==> src/sv/bdp_pkg.sv <==
// ----------------------------------------------------------------------------
// bdp_pkg
// types, register indexes and constants shared by the button debounce blocks
// ----------------------------------------------------------------------------
package bdp_pkg;

    localparam int TIME_WIDTH_DEFAULT = 32;
    localparam int CFG_WIDTH          = 16;
    localparam int HOLD_WIDTH         = 32;
    localparam int S_TDATA_WIDTH      = 8;
    localparam int M_TDATA_WIDTH      = 40;
    localparam int QUEUE_WIDTH        = 4;

    localparam logic [CFG_WIDTH-1:0]   DEBOUNCE_RESET = 16'd50;
    localparam logic [CFG_WIDTH-1:0]   WINDOW_RESET   = 16'd300;
    localparam logic [QUEUE_WIDTH-1:0] QUEUE_MAX      = 4'd15;

    typedef enum logic [0:0] {
        REG_DEBOUNCE = 1'b0,
        REG_WINDOW   = 1'b1
    } reg_index_t;

    typedef logic [QUEUE_WIDTH-1:0] queue_t;

    typedef struct packed {
        logic pin_level;
        logic clear;
    } tick_t;

    typedef struct packed {
        logic [HOLD_WIDTH-1:0] hold_ms;
        logic                  held;
        logic                  release_event;
        logic                  double_press_event;
        logic                  press_event;
    } result_t;

endpackage

==> src/sv/bdp_in_stage.sv <==
// ----------------------------------------------------------------------------
// bdp_in_stage
// input register for one tick request, refilled whenever it moves on
// ----------------------------------------------------------------------------
module bdp_in_stage (
    input  logic                              aclk,
    input  logic                              aresetn,
    input  logic                              s_tvalid,
    output logic                              s_tready,
    input  logic [bdp_pkg::S_TDATA_WIDTH-1:0] s_tdata,  // [0] pin_level, [1] clear
    input  logic                              advance,
    output logic                              valid,
    output bdp_pkg::tick_t                    tick
);
    import bdp_pkg::*;

    logic  valid_reg;
    tick_t tick_reg;

    assign s_tready = !valid_reg || advance;
    assign valid    = valid_reg;
    assign tick     = tick_reg;

    always_ff @(posedge aclk) begin
        if (!aresetn) begin
            valid_reg <= 1'b0;
        end else if (s_tready) begin
            valid_reg <= s_tvalid;
        end
    end

    always_ff @(posedge aclk) begin
        if (s_tvalid && s_tready) begin
            tick_reg.pin_level <= s_tdata[0];
            tick_reg.clear     <= s_tdata[1];
        end
    end

endmodule

==> src/sv/bdp_engine.sv <==
// ----------------------------------------------------------------------------
// bdp_engine
// millisecond counter, debounce and double-press tracking state, result logic
// ----------------------------------------------------------------------------
module bdp_engine #(
    parameter int TIME_WIDTH = bdp_pkg::TIME_WIDTH_DEFAULT
) (
    input  logic                          aclk,
    input  logic                          aresetn,
    input  logic                          cfg_we,
    input  bdp_pkg::reg_index_t           cfg_addr,
    input  logic [bdp_pkg::CFG_WIDTH-1:0] cfg_wdata,
    input  logic                          step,
    input  bdp_pkg::tick_t                tick,
    output bdp_pkg::result_t              result
);
    import bdp_pkg::*;

    logic [CFG_WIDTH-1:0]  debounce_reg;
    logic [CFG_WIDTH-1:0]  window_reg;

    logic [TIME_WIDTH-1:0] now_reg,         now_next;
    logic [TIME_WIDTH-1:0] last_edge_reg,   last_edge_next;
    logic [TIME_WIDTH-1:0] last_press_reg,  last_press_next;
    logic [TIME_WIDTH-1:0] press_start_reg, press_start_next;
    logic                  press_valid_reg, press_valid_next;
    queue_t                queue_reg,       queue_next;
    logic                  awaiting_reg,    awaiting_next;

    logic [TIME_WIDTH-1:0] debounce_ext;
    logic [TIME_WIDTH-1:0] window_ext;
    logic [TIME_WIDTH-1:0] since_edge;
    logic [TIME_WIDTH-1:0] since_press_old;
    logic [TIME_WIDTH-1:0] since_press_new;
    logic [TIME_WIDTH-1:0] since_start;
    logic                  settled;

    assign debounce_ext = TIME_WIDTH'(debounce_reg);
    assign window_ext   = TIME_WIDTH'(window_reg);
    assign now_next     = now_reg + TIME_WIDTH'(1);
    assign since_edge      = now_next - last_edge_reg;
    assign since_press_old = now_next - last_press_reg;
    assign since_press_new = now_next - last_press_next;
    assign since_start     = now_next - press_start_next;
    assign settled         = since_edge > debounce_ext;

    // configuration
    always_ff @(posedge aclk) begin
        if (!aresetn) begin
            debounce_reg <= DEBOUNCE_RESET;
            window_reg   <= WINDOW_RESET;
        end else if (cfg_we) begin
            case (cfg_addr)
                REG_DEBOUNCE: debounce_reg <= cfg_wdata;
                REG_WINDOW:   window_reg   <= cfg_wdata;
                default:      debounce_reg <= debounce_reg;
            endcase
        end
    end

    // tick logic
    always_comb begin
        last_edge_next   = last_edge_reg;
        last_press_next  = last_press_reg;
        press_start_next = press_start_reg;
        press_valid_next = press_valid_reg;
        queue_next       = queue_reg;
        awaiting_next    = awaiting_reg;
        result           = '0;

        if (tick.clear) begin
            last_edge_next   = '0;
            last_press_next  = '0;
            press_start_next = '0;
            press_valid_next = 1'b0;
            queue_next       = '0;
            awaiting_next    = 1'b0;
        end else begin
            if (tick.pin_level) begin
                if (awaiting_reg && settled) begin
                    awaiting_next        = 1'b0;
                    result.release_event = 1'b1;
                    last_edge_next       = now_next;
                end
            end else if (!awaiting_reg && settled) begin
                if (press_valid_reg && (since_press_old < window_ext)) begin
                    result.double_press_event = 1'b1;
                    queue_next                = '0;
                end else if (queue_reg != QUEUE_MAX) begin
                    queue_next = queue_reg + queue_t'(1);
                end
                last_press_next  = now_next;
                press_valid_next = 1'b1;
                press_start_next = now_next;
                awaiting_next    = 1'b1;
                last_edge_next   = now_next;
            end

            if ((queue_next != '0) && (since_press_new >= window_ext)) begin
                queue_next         = queue_next - queue_t'(1);
                result.press_event = 1'b1;
            end

            result.held = awaiting_next;
            if (awaiting_next) begin
                result.hold_ms = HOLD_WIDTH'(since_start);
            end
        end
    end

    always_ff @(posedge aclk) begin
        if (!aresetn) begin
            now_reg         <= '0;
            last_edge_reg   <= '0;
            last_press_reg  <= '0;
            press_start_reg <= '0;
            press_valid_reg <= 1'b0;
            queue_reg       <= '0;
            awaiting_reg    <= 1'b0;
        end else if (step) begin
            now_reg         <= now_next;
            last_edge_reg   <= last_edge_next;
            last_press_reg  <= last_press_next;
            press_start_reg <= press_start_next;
            press_valid_reg <= press_valid_next;
            queue_reg       <= queue_next;
            awaiting_reg    <= awaiting_next;
        end
    end

`ifndef NO_ASSERTIONS
    a_single_or_double : assert property (@(posedge aclk) disable iff (!aresetn)
        step |-> !(result.press_event && result.double_press_event))
        else $error("single and double press in the same tick");

    a_release_needs_hold : assert property (@(posedge aclk) disable iff (!aresetn)
        (step && result.release_event) |-> awaiting_reg)
        else $error("release without a held press");

    a_clear_empties : assert property (@(posedge aclk) disable iff (!aresetn)
        (step && tick.clear) |=> (queue_reg == '0) && !awaiting_reg && !press_valid_reg)
        else $error("clear left tracking state behind");

    a_counter_steps : assert property (@(posedge aclk) disable iff (!aresetn)
        step |=> now_reg == $past(now_reg) + TIME_WIDTH'(1))
        else $error("millisecond counter did not advance by one");

    a_hold_zero : assert property (@(posedge aclk) disable iff (!aresetn)
        (step && !awaiting_next) |-> (result.hold_ms == '0))
        else $error("hold time reported while not held");
`endif

endmodule

==> src/sv/bdp_out_stage.sv <==
// ----------------------------------------------------------------------------
// bdp_out_stage
// result register towards the master side, frees up when the request is taken
// ----------------------------------------------------------------------------
module bdp_out_stage (
    input  logic                              aclk,
    input  logic                              aresetn,
    input  logic                              load,
    input  bdp_pkg::result_t                  result,
    output logic                              advance,
    output logic                              m_tvalid,
    input  logic                              m_tready,
    // [0] press_event, [1] double_press_event, [2] release_event, [3] held,
    // [35:4] hold_ms, [39:36] zero
    output logic [bdp_pkg::M_TDATA_WIDTH-1:0] m_tdata
);
    import bdp_pkg::*;

    localparam int PAD_WIDTH = M_TDATA_WIDTH - HOLD_WIDTH - 4;

    logic    valid_reg;
    result_t result_reg;

    assign advance  = !valid_reg || m_tready;
    assign m_tvalid = valid_reg;
    assign m_tdata  = {{PAD_WIDTH{1'b0}}, result_reg.hold_ms, result_reg.held,
                       result_reg.release_event, result_reg.double_press_event,
                       result_reg.press_event};

    always_ff @(posedge aclk) begin
        if (!aresetn) begin
            valid_reg <= 1'b0;
        end else if (advance) begin
            valid_reg <= load;
        end
    end

    always_ff @(posedge aclk) begin
        if (load) begin
            result_reg <= result;
        end
    end

endmodule

==> src/sv/button_debounce_double_press_core.sv <==
// ----------------------------------------------------------------------------
// button_debounce_double_press_core
// pushbutton debounce with single, double press, release and hold reporting
// ----------------------------------------------------------------------------
// usage: send one request on the s_ channel per millisecond tick, carrying
// the sampled pin level (1 released, 0 pressed) and a clear flag. every tick
// gives exactly one result request on the m_ channel with the press, double
// press and release pulses, the held flag and the hold time in ms.
// flow: an accepted tick waits in the input register, is then loaded into the
// result register and is shown on m_tvalid; throughput is one tick per cycle
// while m_tready stays high, set by the single pass of tracking logic between
// the input and result registers.
// stall: while m_tready is low the result register holds its request and the
// input register takes one more tick; s_tready then drops until m_tready
// returns, and no request is lost or repeated.
// reset: aresetn low empties both registers, clears the ms counter and all tracking
// state, and restores debounce_ms = 50 and double_press_window_ms = 300.
// configuration: write cfg_wdata to register cfg_addr (0 debounce, 1 window)
// with cfg_we high, only while no tick is in flight.
// ----------------------------------------------------------------------------
module button_debounce_double_press_core #(
    parameter int TIME_WIDTH = bdp_pkg::TIME_WIDTH_DEFAULT
) (
    input  logic                              aclk,
    input  logic                              aresetn,
    input  logic                              cfg_we,
    input  bdp_pkg::reg_index_t               cfg_addr,
    input  logic [bdp_pkg::CFG_WIDTH-1:0]     cfg_wdata,
    input  logic                              s_tvalid,
    output logic                              s_tready,
    input  logic [bdp_pkg::S_TDATA_WIDTH-1:0] s_tdata,  // [0] pin_level, [1] clear
    output logic                              m_tvalid,
    input  logic                              m_tready,
    // [0] press_event, [1] double_press_event, [2] release_event, [3] held,
    // [35:4] hold_ms, [39:36] zero
    output logic [bdp_pkg::M_TDATA_WIDTH-1:0] m_tdata
);
    import bdp_pkg::*;

    logic    in_valid;
    tick_t   tick;
    logic    advance;
    logic    step;
    result_t result;

    assign step = in_valid && advance;

    bdp_in_stage u_in_stage (
        .aclk     (aclk),
        .aresetn  (aresetn),
        .s_tvalid (s_tvalid),
        .s_tready (s_tready),
        .s_tdata  (s_tdata),
        .advance  (advance),
        .valid    (in_valid),
        .tick     (tick)
    );

    bdp_engine #(
        .TIME_WIDTH (TIME_WIDTH)
    ) u_engine (
        .aclk      (aclk),
        .aresetn   (aresetn),
        .cfg_we    (cfg_we),
        .cfg_addr  (cfg_addr),
        .cfg_wdata (cfg_wdata),
        .step      (step),
        .tick      (tick),
        .result    (result)
    );

    bdp_out_stage u_out_stage (
        .aclk     (aclk),
        .aresetn  (aresetn),
        .load     (step),
        .result   (result),
        .advance  (advance),
        .m_tvalid (m_tvalid),
        .m_tready (m_tready),
        .m_tdata  (m_tdata)
    );

endmodule
==> config.mk <==
export PLATFORM = sky130hd
export DESIGN_NAME = button_debounce_double_press_core
export DESIGN_NICKNAME = d
export VERILOG_FILES = /design/src/sv/bdp_pkg.sv /design/src/sv/bdp_in_stage.sv /design/src/sv/bdp_engine.sv /design/src/sv/bdp_out_stage.sv /design/src/sv/button_debounce_double_press_core.sv
export SDC_FILE = /design/constraint.sdc
export NUM_CORES = 1
export LEC_CHECK = 0
export BUFFER_PORTS_ARGS = -buffer_cell sky130_fd_sc_hd__buf_4
export CAP_MARGIN = 20
export CORE_MARGIN = 2
export CORE_UTILIZATION = 50
export CTS_CLUSTER_SIZE = 8
export DETAILED_ROUTE_END_ITERATION = 8
export PLACE_DENSITY = 0.67
export SKIP_LAST_GASP = 1
export SLEW_MARGIN = 20
export SYNTH_ARGS = -nofsm -noshare
export SYNTH_HDL_FRONTEND = slang
export SYNTH_SLANG_ARGS = --single-unit
==> constraint.sdc <==
create_clock -name aclk -period 12.5 [get_ports aclk]
set_input_delay 2.5 -clock aclk [delete_from_list [all_inputs] [get_ports aclk]]
set_output_delay 2.5 -clock aclk [all_outputs]
set_load 0.05 [all_outputs]
## After elaboration in Yosys (flattened, before gate mapping)

Index checks and enable logic that the tools add are counted.

- Bits in registers: 206
- Output and inout port bits: 42
- Logic and storage cells: 84

- Reductions and logical operators: 21
- $lt $le $gt $ge: 3
- Eq/ne operators: 3
- Bitwise logic cells: 4
- Add/subtract/negate cells: 7
- Mux-type cells: 28

Operators by type and width:

| kind | count |
|---|---|
| $mux W32 | 10 |
| $sub A32 B32 Y32 | 4 |
| $add A32 B1 Y32 const B | 1 |
| $ge A32 B16 Y1 | 1 |
| $gt A32 B16 Y1 | 1 |
| $lt A32 B16 Y1 | 1 |
| $mux W4 | 7 |
| $mux W1 | 11 |
| $logic_and A1 B1 Y1 | 6 |
| $reduce_and A3 Y1 | 2 |
| $add A4 B1 Y4 const B | 1 |
| $ne A4 B4 Y1 const B | 1 |
| $not A1 Y1 | 4 |
| $reduce_and A2 Y1 | 2 |
| $reduce_bool A4 Y1 | 1 |
| $reduce_or A2 Y1 | 2 |
| $sub A4 B1 Y4 const B | 1 |
| $logic_not A1 Y1 | 3 |
| $ne A3 B2 Y1 const B | 1 |
| $reduce_bool A3 Y1 | 1 |
| $reduce_or A3 Y1 | 1 |
| $logic_or A1 B1 Y1 | 2 |
| $ne A2 B2 Y1 const B | 1 |
| $reduce_bool A2 Y1 | 1 |

## Logic depth before layout (Yosys ltp)

- Depth after elaboration: 12
- Depth in mapped cells: 50
- Mapped depth without buffers: 47

## Cells and area by module

A second synthesis with hierarchy kept.

- Cells, all modules: 2304
- Area total of the unflattened synthesis: 17902.2 µm²

By module, submodules not included:

| module | instances | cells an instance | area an instance (µm²) |
|---|---|---|---|
| bdp_engine | 1 | 2251 | 16614.7 |
| bdp_out_stage | 1 | 45 | 1163.6 |
| bdp_in_stage | 1 | 7 | 117.6 |
| button_debounce_double_press_core | 1 | 1 | 6.3 |

## Least setup slack after synthesis

No wires, ideal clock.

- Kind: reg-to-reg
- Start: register u_engine.now_reg[0]
- End: register u_engine.queue_reg[1]
- Data arrival time: 10.007 ns
- Stages on the path, launching flop included: 48
- Period minus slack after synthesis: 10.124 ns
- Path buffers: 2
- Path slack: 2.376 ns
- Library setup time: 0.117 ns
- Data required time: 12.383 ns
- Cells stage by stage: dfxtp_1 ha_1 nand3_1 nor2_1 and3_1 and3_1 and3_1 and3_1 and3_1 and3_1 nand3_1 or2_2 xor2_1 inv_1 ha_1 nor2b_1 o21ai_0 a21oi_1 (+12 left out) o31a_1 o31a_1 o41ai_2 o31a_1 nand2b_1 a21oi_1 xnor2_1 ha_1 nor2b_1 o21ai_0 nand4_1 a2111oi_0 nand3_1 or4_1 nor4b_2 a21oi_2 mux2i_1 a32o_1

- Longest elaborated chain between the ends: 12
- Elaborated cells on any way between the ends: 21
- Those cells by class: add/sub (5); order compare (3); mux (9); reduce/logical (4)

RTL lines:

| element | RTL line | text |
|---|---|---|
| from (decl) | bdp_engine.sv:22 | `logic [TIME_WIDTH-1:0] now_reg, now_next;` |
| from (signal assigned) | bdp_engine.sv:121 | `now_reg <= now_next;` |
| $add A32 B1 Y32 (*) | bdp_engine.sv:40 | `assign now_next = now_reg + TIME_WIDTH'(1);` |
| net u_engine.now_next[30] | bdp_engine.sv:22 |  |
| $sub A32 B32 Y32, on equally long branches | bdp_engine.sv:41, bdp_engine.sv:42 |  |
| $gt A32 B16 Y1 or $lt A32 B16 Y1 (tied branches) | bdp_engine.sv:45, bdp_engine.sv:86 |  |
| $logic_and A1 B1 Y1, on equally long branches | bdp_engine.sv:85, bdp_engine.sv:86 |  |
| $mux W32 or $mux W4 (tied branches) | bdp_engine.sv:85, bdp_engine.sv:86 |  |
| $mux W32 or $mux W4 (tied branches) | bdp_engine.sv:79, bdp_engine.sv:85 |  |
| $mux W32 or $mux W4 (tied branches) | bdp_engine.sv:71, bdp_engine.sv:79 |  |
| $sub A32 B32 Y32 or $mux W4 (tied branches) | bdp_engine.sv:43, bdp_engine.sv:71 |  |
| $ge A32 B16 Y1 or $reduce_bool A4 Y1 (tied branches) | bdp_engine.sv:99 | `if ((queue_next != '0) && (since_press_new >= window_ext)) begin` |
| $logic_and A1 B1 Y1 | bdp_engine.sv:99 |  |
| $mux W4 (*) | bdp_engine.sv:99 |  |
| $mux W4 (*) | bdp_engine.sv:71 | `if (tick.clear) begin` |
| to (signal assigned) | bdp_engine.sv:126 | `queue_reg <= queue_next;` |
| to (decl) | bdp_engine.sv:27 | `queue_t queue_reg, queue_next;` |

The timed path passes the listed nets; every way through them passes the cells marked *. The select of a mux whose other input is x is not followed.
A chain may end at the register's enable or synchronous reset.

## Worst setup path in the final report

- Start: register u_engine.now_reg[1]
- End: register u_engine.queue_reg[1]

The elaborated chain is that of the path after synthesis.

==> parameters.txt <==
Parameter                              Value

Run status
  Outcome ... complete, no violations

Floorplan
  Number of core rows ... between 60 and 70
  I/O pin count ... 72
  Die area ... between 30000 and 40000 µm²
  Die Ht ... 191 µm
  Die outline width ... 191 µm
  Starting Density ... 50.7%
  Core footprint ... between 30000 and 40000 µm²

Setup path
  Critical path launch point ... u_engine.now_reg[1]
  Data required, critical path ... roughly 13 ns
  Worst-case reg-to-reg path depth ... 44
  Slowest stage cell, crit path ... or4_1
  Startpoint class of the critical path ... flop
  R2r startpoint ... u_engine.now_reg[1]
  Register-to-register path setup slack ... approximately 0.90 ns
  Type of the setup path with the least slack ... reg -> reg
  End of the worst register-to-register path ... u_engine.queue_reg[1]
  Critical path arrival ... approximately 12 ns
  Largest incremental delay on the critical path ... between 0.5 and 0.6 ns
  Type of element capturing the critical path ... flop
  Cell mode on critical path ... and3_1
  Crit Path Max Fanout ... 29
  Crit path to ... u_engine.queue_reg[1]

Placement
  Number of buffers inserted by port buffering ... 61
  Worst-case setup slack after placement ... around 0.81 ns
  HPWL after detailed placement ... 37800 µm
  Final Wtd Congestion ... just over 0.9

Detailed routing
  Wire length per cell ... around 18 µm
  Number of DRC markers in iteration 0 ... about 1200
  DRC violation count after routing ... 0
  Number of detailed-route iterations in the first pass ... 5
  Final ANT Viol Nets ... 0
  Overall via count from detail_route ... between 15000 and 20000
  Post-detailed-routing wire length ... approximately 50000 µm
  Via count normalized by instance count ... 5.77

Timing
  Slew Viols, Final ... 0
  RSZ-0062 raised after global routing ... no
  Crit share post-route ... around 93%
  Achievable clock frequency ... roughly 86 MHz
  Hold Vio Cnt, Final ... 0
  Rel. slew slack ... 35.9%
  Shortest period the worst path allows ... 11.60 ns
  Setup Total Neg Slack ... 0 ns
  Transition time of the tightest slew-check pin ... 0.962 ns
  Final worst-path setup slack ... around 0.90 ns
  Final setup violation count ... 0
  Worst clock skew ... between 0.02 and 0.025 ns

Clock network
  Number of buffers created by CTS ... 30
  Sink count of the clock tree ... 206
  Buffer type at the clock tree root ... clkbuf_16
  Worst skew pair latency ... 0.58 ns
  # H-tree levels ... 1
  Number of hold buffers added after cts ... 0
  Clock transition at the registers of the reported paths ... roughly 0.06 ns
  Number of buffers on the longest clock path ... 3
  TritonCTS clock tree ... done

Synthesis
  Avg Synthesized Cell Area ... 7.75 µm²
  Top post-synthesis cells by count ... 235 x nand2_1, 174 x ha_1, 171 x inv_1
  Cell area after technology mapping ... 17500 µm²
  Most frequent cell after synthesis ... nand2_1
  Sequential share of the synthesized area ... between 20% and 30%
  Top-area cell type share of the netlist area ... between 10% and 20%
  Syn Inst Count ... about 2300
  Cell type with the largest total area after synthesis ... dfxtp_1
  Main flop type after synthesis ... dfxtp_1
  Area contributors post-synth ... dfxtp_1 19%, ha_1 12%, edfxtp_1 6.5%
  Async SR Flop Fraction ... 0%
  Register bit total from synthesis ... 206
  Number of distinct library cells after synthesis ... a little over 90
  Count of flip-flops with a built-in enable after synthesis ... 38
  Number of warnings printed during yosys synthesis ... 0

Global route
  Initial antenna violation count ... 0
  Maximum number of pins on one net before global-route repair ... between 100 and 150
  Vias in the first global route ... between 10000 and 15000
  GRT Util Overall ... between 20% and 30%
  Grt total ovfl ... 0
  Wire length of the first global-routing pass ... ~80000 µm

Power and ir drop
  Max VDD drop ... 0.0000965 V
  Pleak ... ~0.0084 µW
  Pwr dens ... 119 nW/µm²
  Tot Pwr ... approximately 2300 µW

Run
  Max_cap viols ... 0

Finish
  Antenna cell count ... 0
  Final nets ... 2488
  Filler Cells Inserted ... ~3300
  Number of flip-flops under the largest register name ... 36
  Post-synthesis to final-layout area growth ... 9.32%
  Layout cells sized above 1 ... ~7.2%

Hold path
  Min-delay worst type ... reg -> reg
layout make-up:
cell class / count / area (µm²) / share of cell area, %
Inverter: 172 / 646 / 3.37
Multi-Input combinational cell: 1793 / 12000 / 62.7
Clock inverter: 3 / 51.3 / 0.268
Sequential cell: 206 / 4500 / 23.5
Timing Repair Buffer: 77 / 578 / 3.02
Tap cell: 455 / 569 / 2.97
Clock buffer: 41 / 802 / 4.19
worst min-delay path by stage:
stage                                 start                      endpoint  slack, ns  depth (start not counted)
3_5_place_dp      u_engine.debounce_reg[11]     u_engine.debounce_reg[11]       0.46                          2
6_report           u_engine.debounce_reg[8]      u_engine.debounce_reg[8]       0.46                          2
2_1_floorplan      u_engine.press_valid_reg      u_engine.press_valid_reg       0.44                          2
4_1_cts            u_engine.debounce_reg[8]      u_engine.debounce_reg[8]       0.47                          2
5_1_grt             u_engine.window_reg[15]       u_engine.window_reg[15]       0.48                          2
3_3_place_gp   u_engine.press_start_reg[30]  u_engine.press_start_reg[30]       0.45                          2
through the flow:
step | hold WS, ns | instance area, µm² | std cells | utilization (%)
2_1_floorplan | 0.438 | 17500 | 2266 | -
3_3_place_gp | 0.450 | 18300 | 2703 | 52.9
3_5_place_dp | 0.459 | 18300 | 2703 | 52.9
4_1_cts | 0.466 | 19100 | 2747 | 55.4
5_1_grt | 0.484 | 19200 | 2747 | 55.5
6_report | 0.461 | 19200 | 2747 | 55.5
metal layers:
metal	wire length (µm)	global-route usage, %	up-vias
met5	0	0	-
met4	1050	6.98	0
met3	2890	3.60	72
met2	21600	42.4	411
met1	23900	38.3	7397
li1	-	-	7974
repair_timing:
item	4_1_cts	5_1_grt
endpoints found under the setup margin	0	5
gates resized for setup	0	2
setup buffers	0	0
critical path, delay by kind of cell (launching register included):
kind	cells	cell delay [ns]
and+or+nand+nor	22	5.25
AOI/OAI and AO/OA	14	3.64
adders and majority gates	4	1.37
xor gates and xnor gates	2	0.51
DFF	1	0.37
muxes	1	0.14
buffers and inverters	1	0.12
cells in the final DEF, fill, tap and decap left out, drive strengths merged, types with 77 or more instances in the layout:
cell type	instances
nor2	168
inv	172
o21ai	191
xnor2	88
nand2	237
a21oi	161
and2	96
buf	77
ha	174
dfxtp	168
logic make-up (layout without fill, tap and decap cells):
logic type                 Yosys count  in the layout  synth area share (%)
DFF                                206            206                  25.7
muxes                               49             49                  2.83
and+or+nand+nor                    803            803                  22.9
xor gates and xnor gates           131            131                  6.62
other                                1              4                0.0214
AOI/OAI and AO/OA                  628            628                  23.0
adders and majority gates          178            178                  12.9
buffers and inverters              267            293                  6.03
power by group:
part / internal (µW) / switching (µW) / total (µW)
Clock: 457 / 305 / 763
Combinational: 311 / 475 / 786
Sequential: 710 / 11.9 / 722
Note: power is estimated with default switching activity, not from simulation.
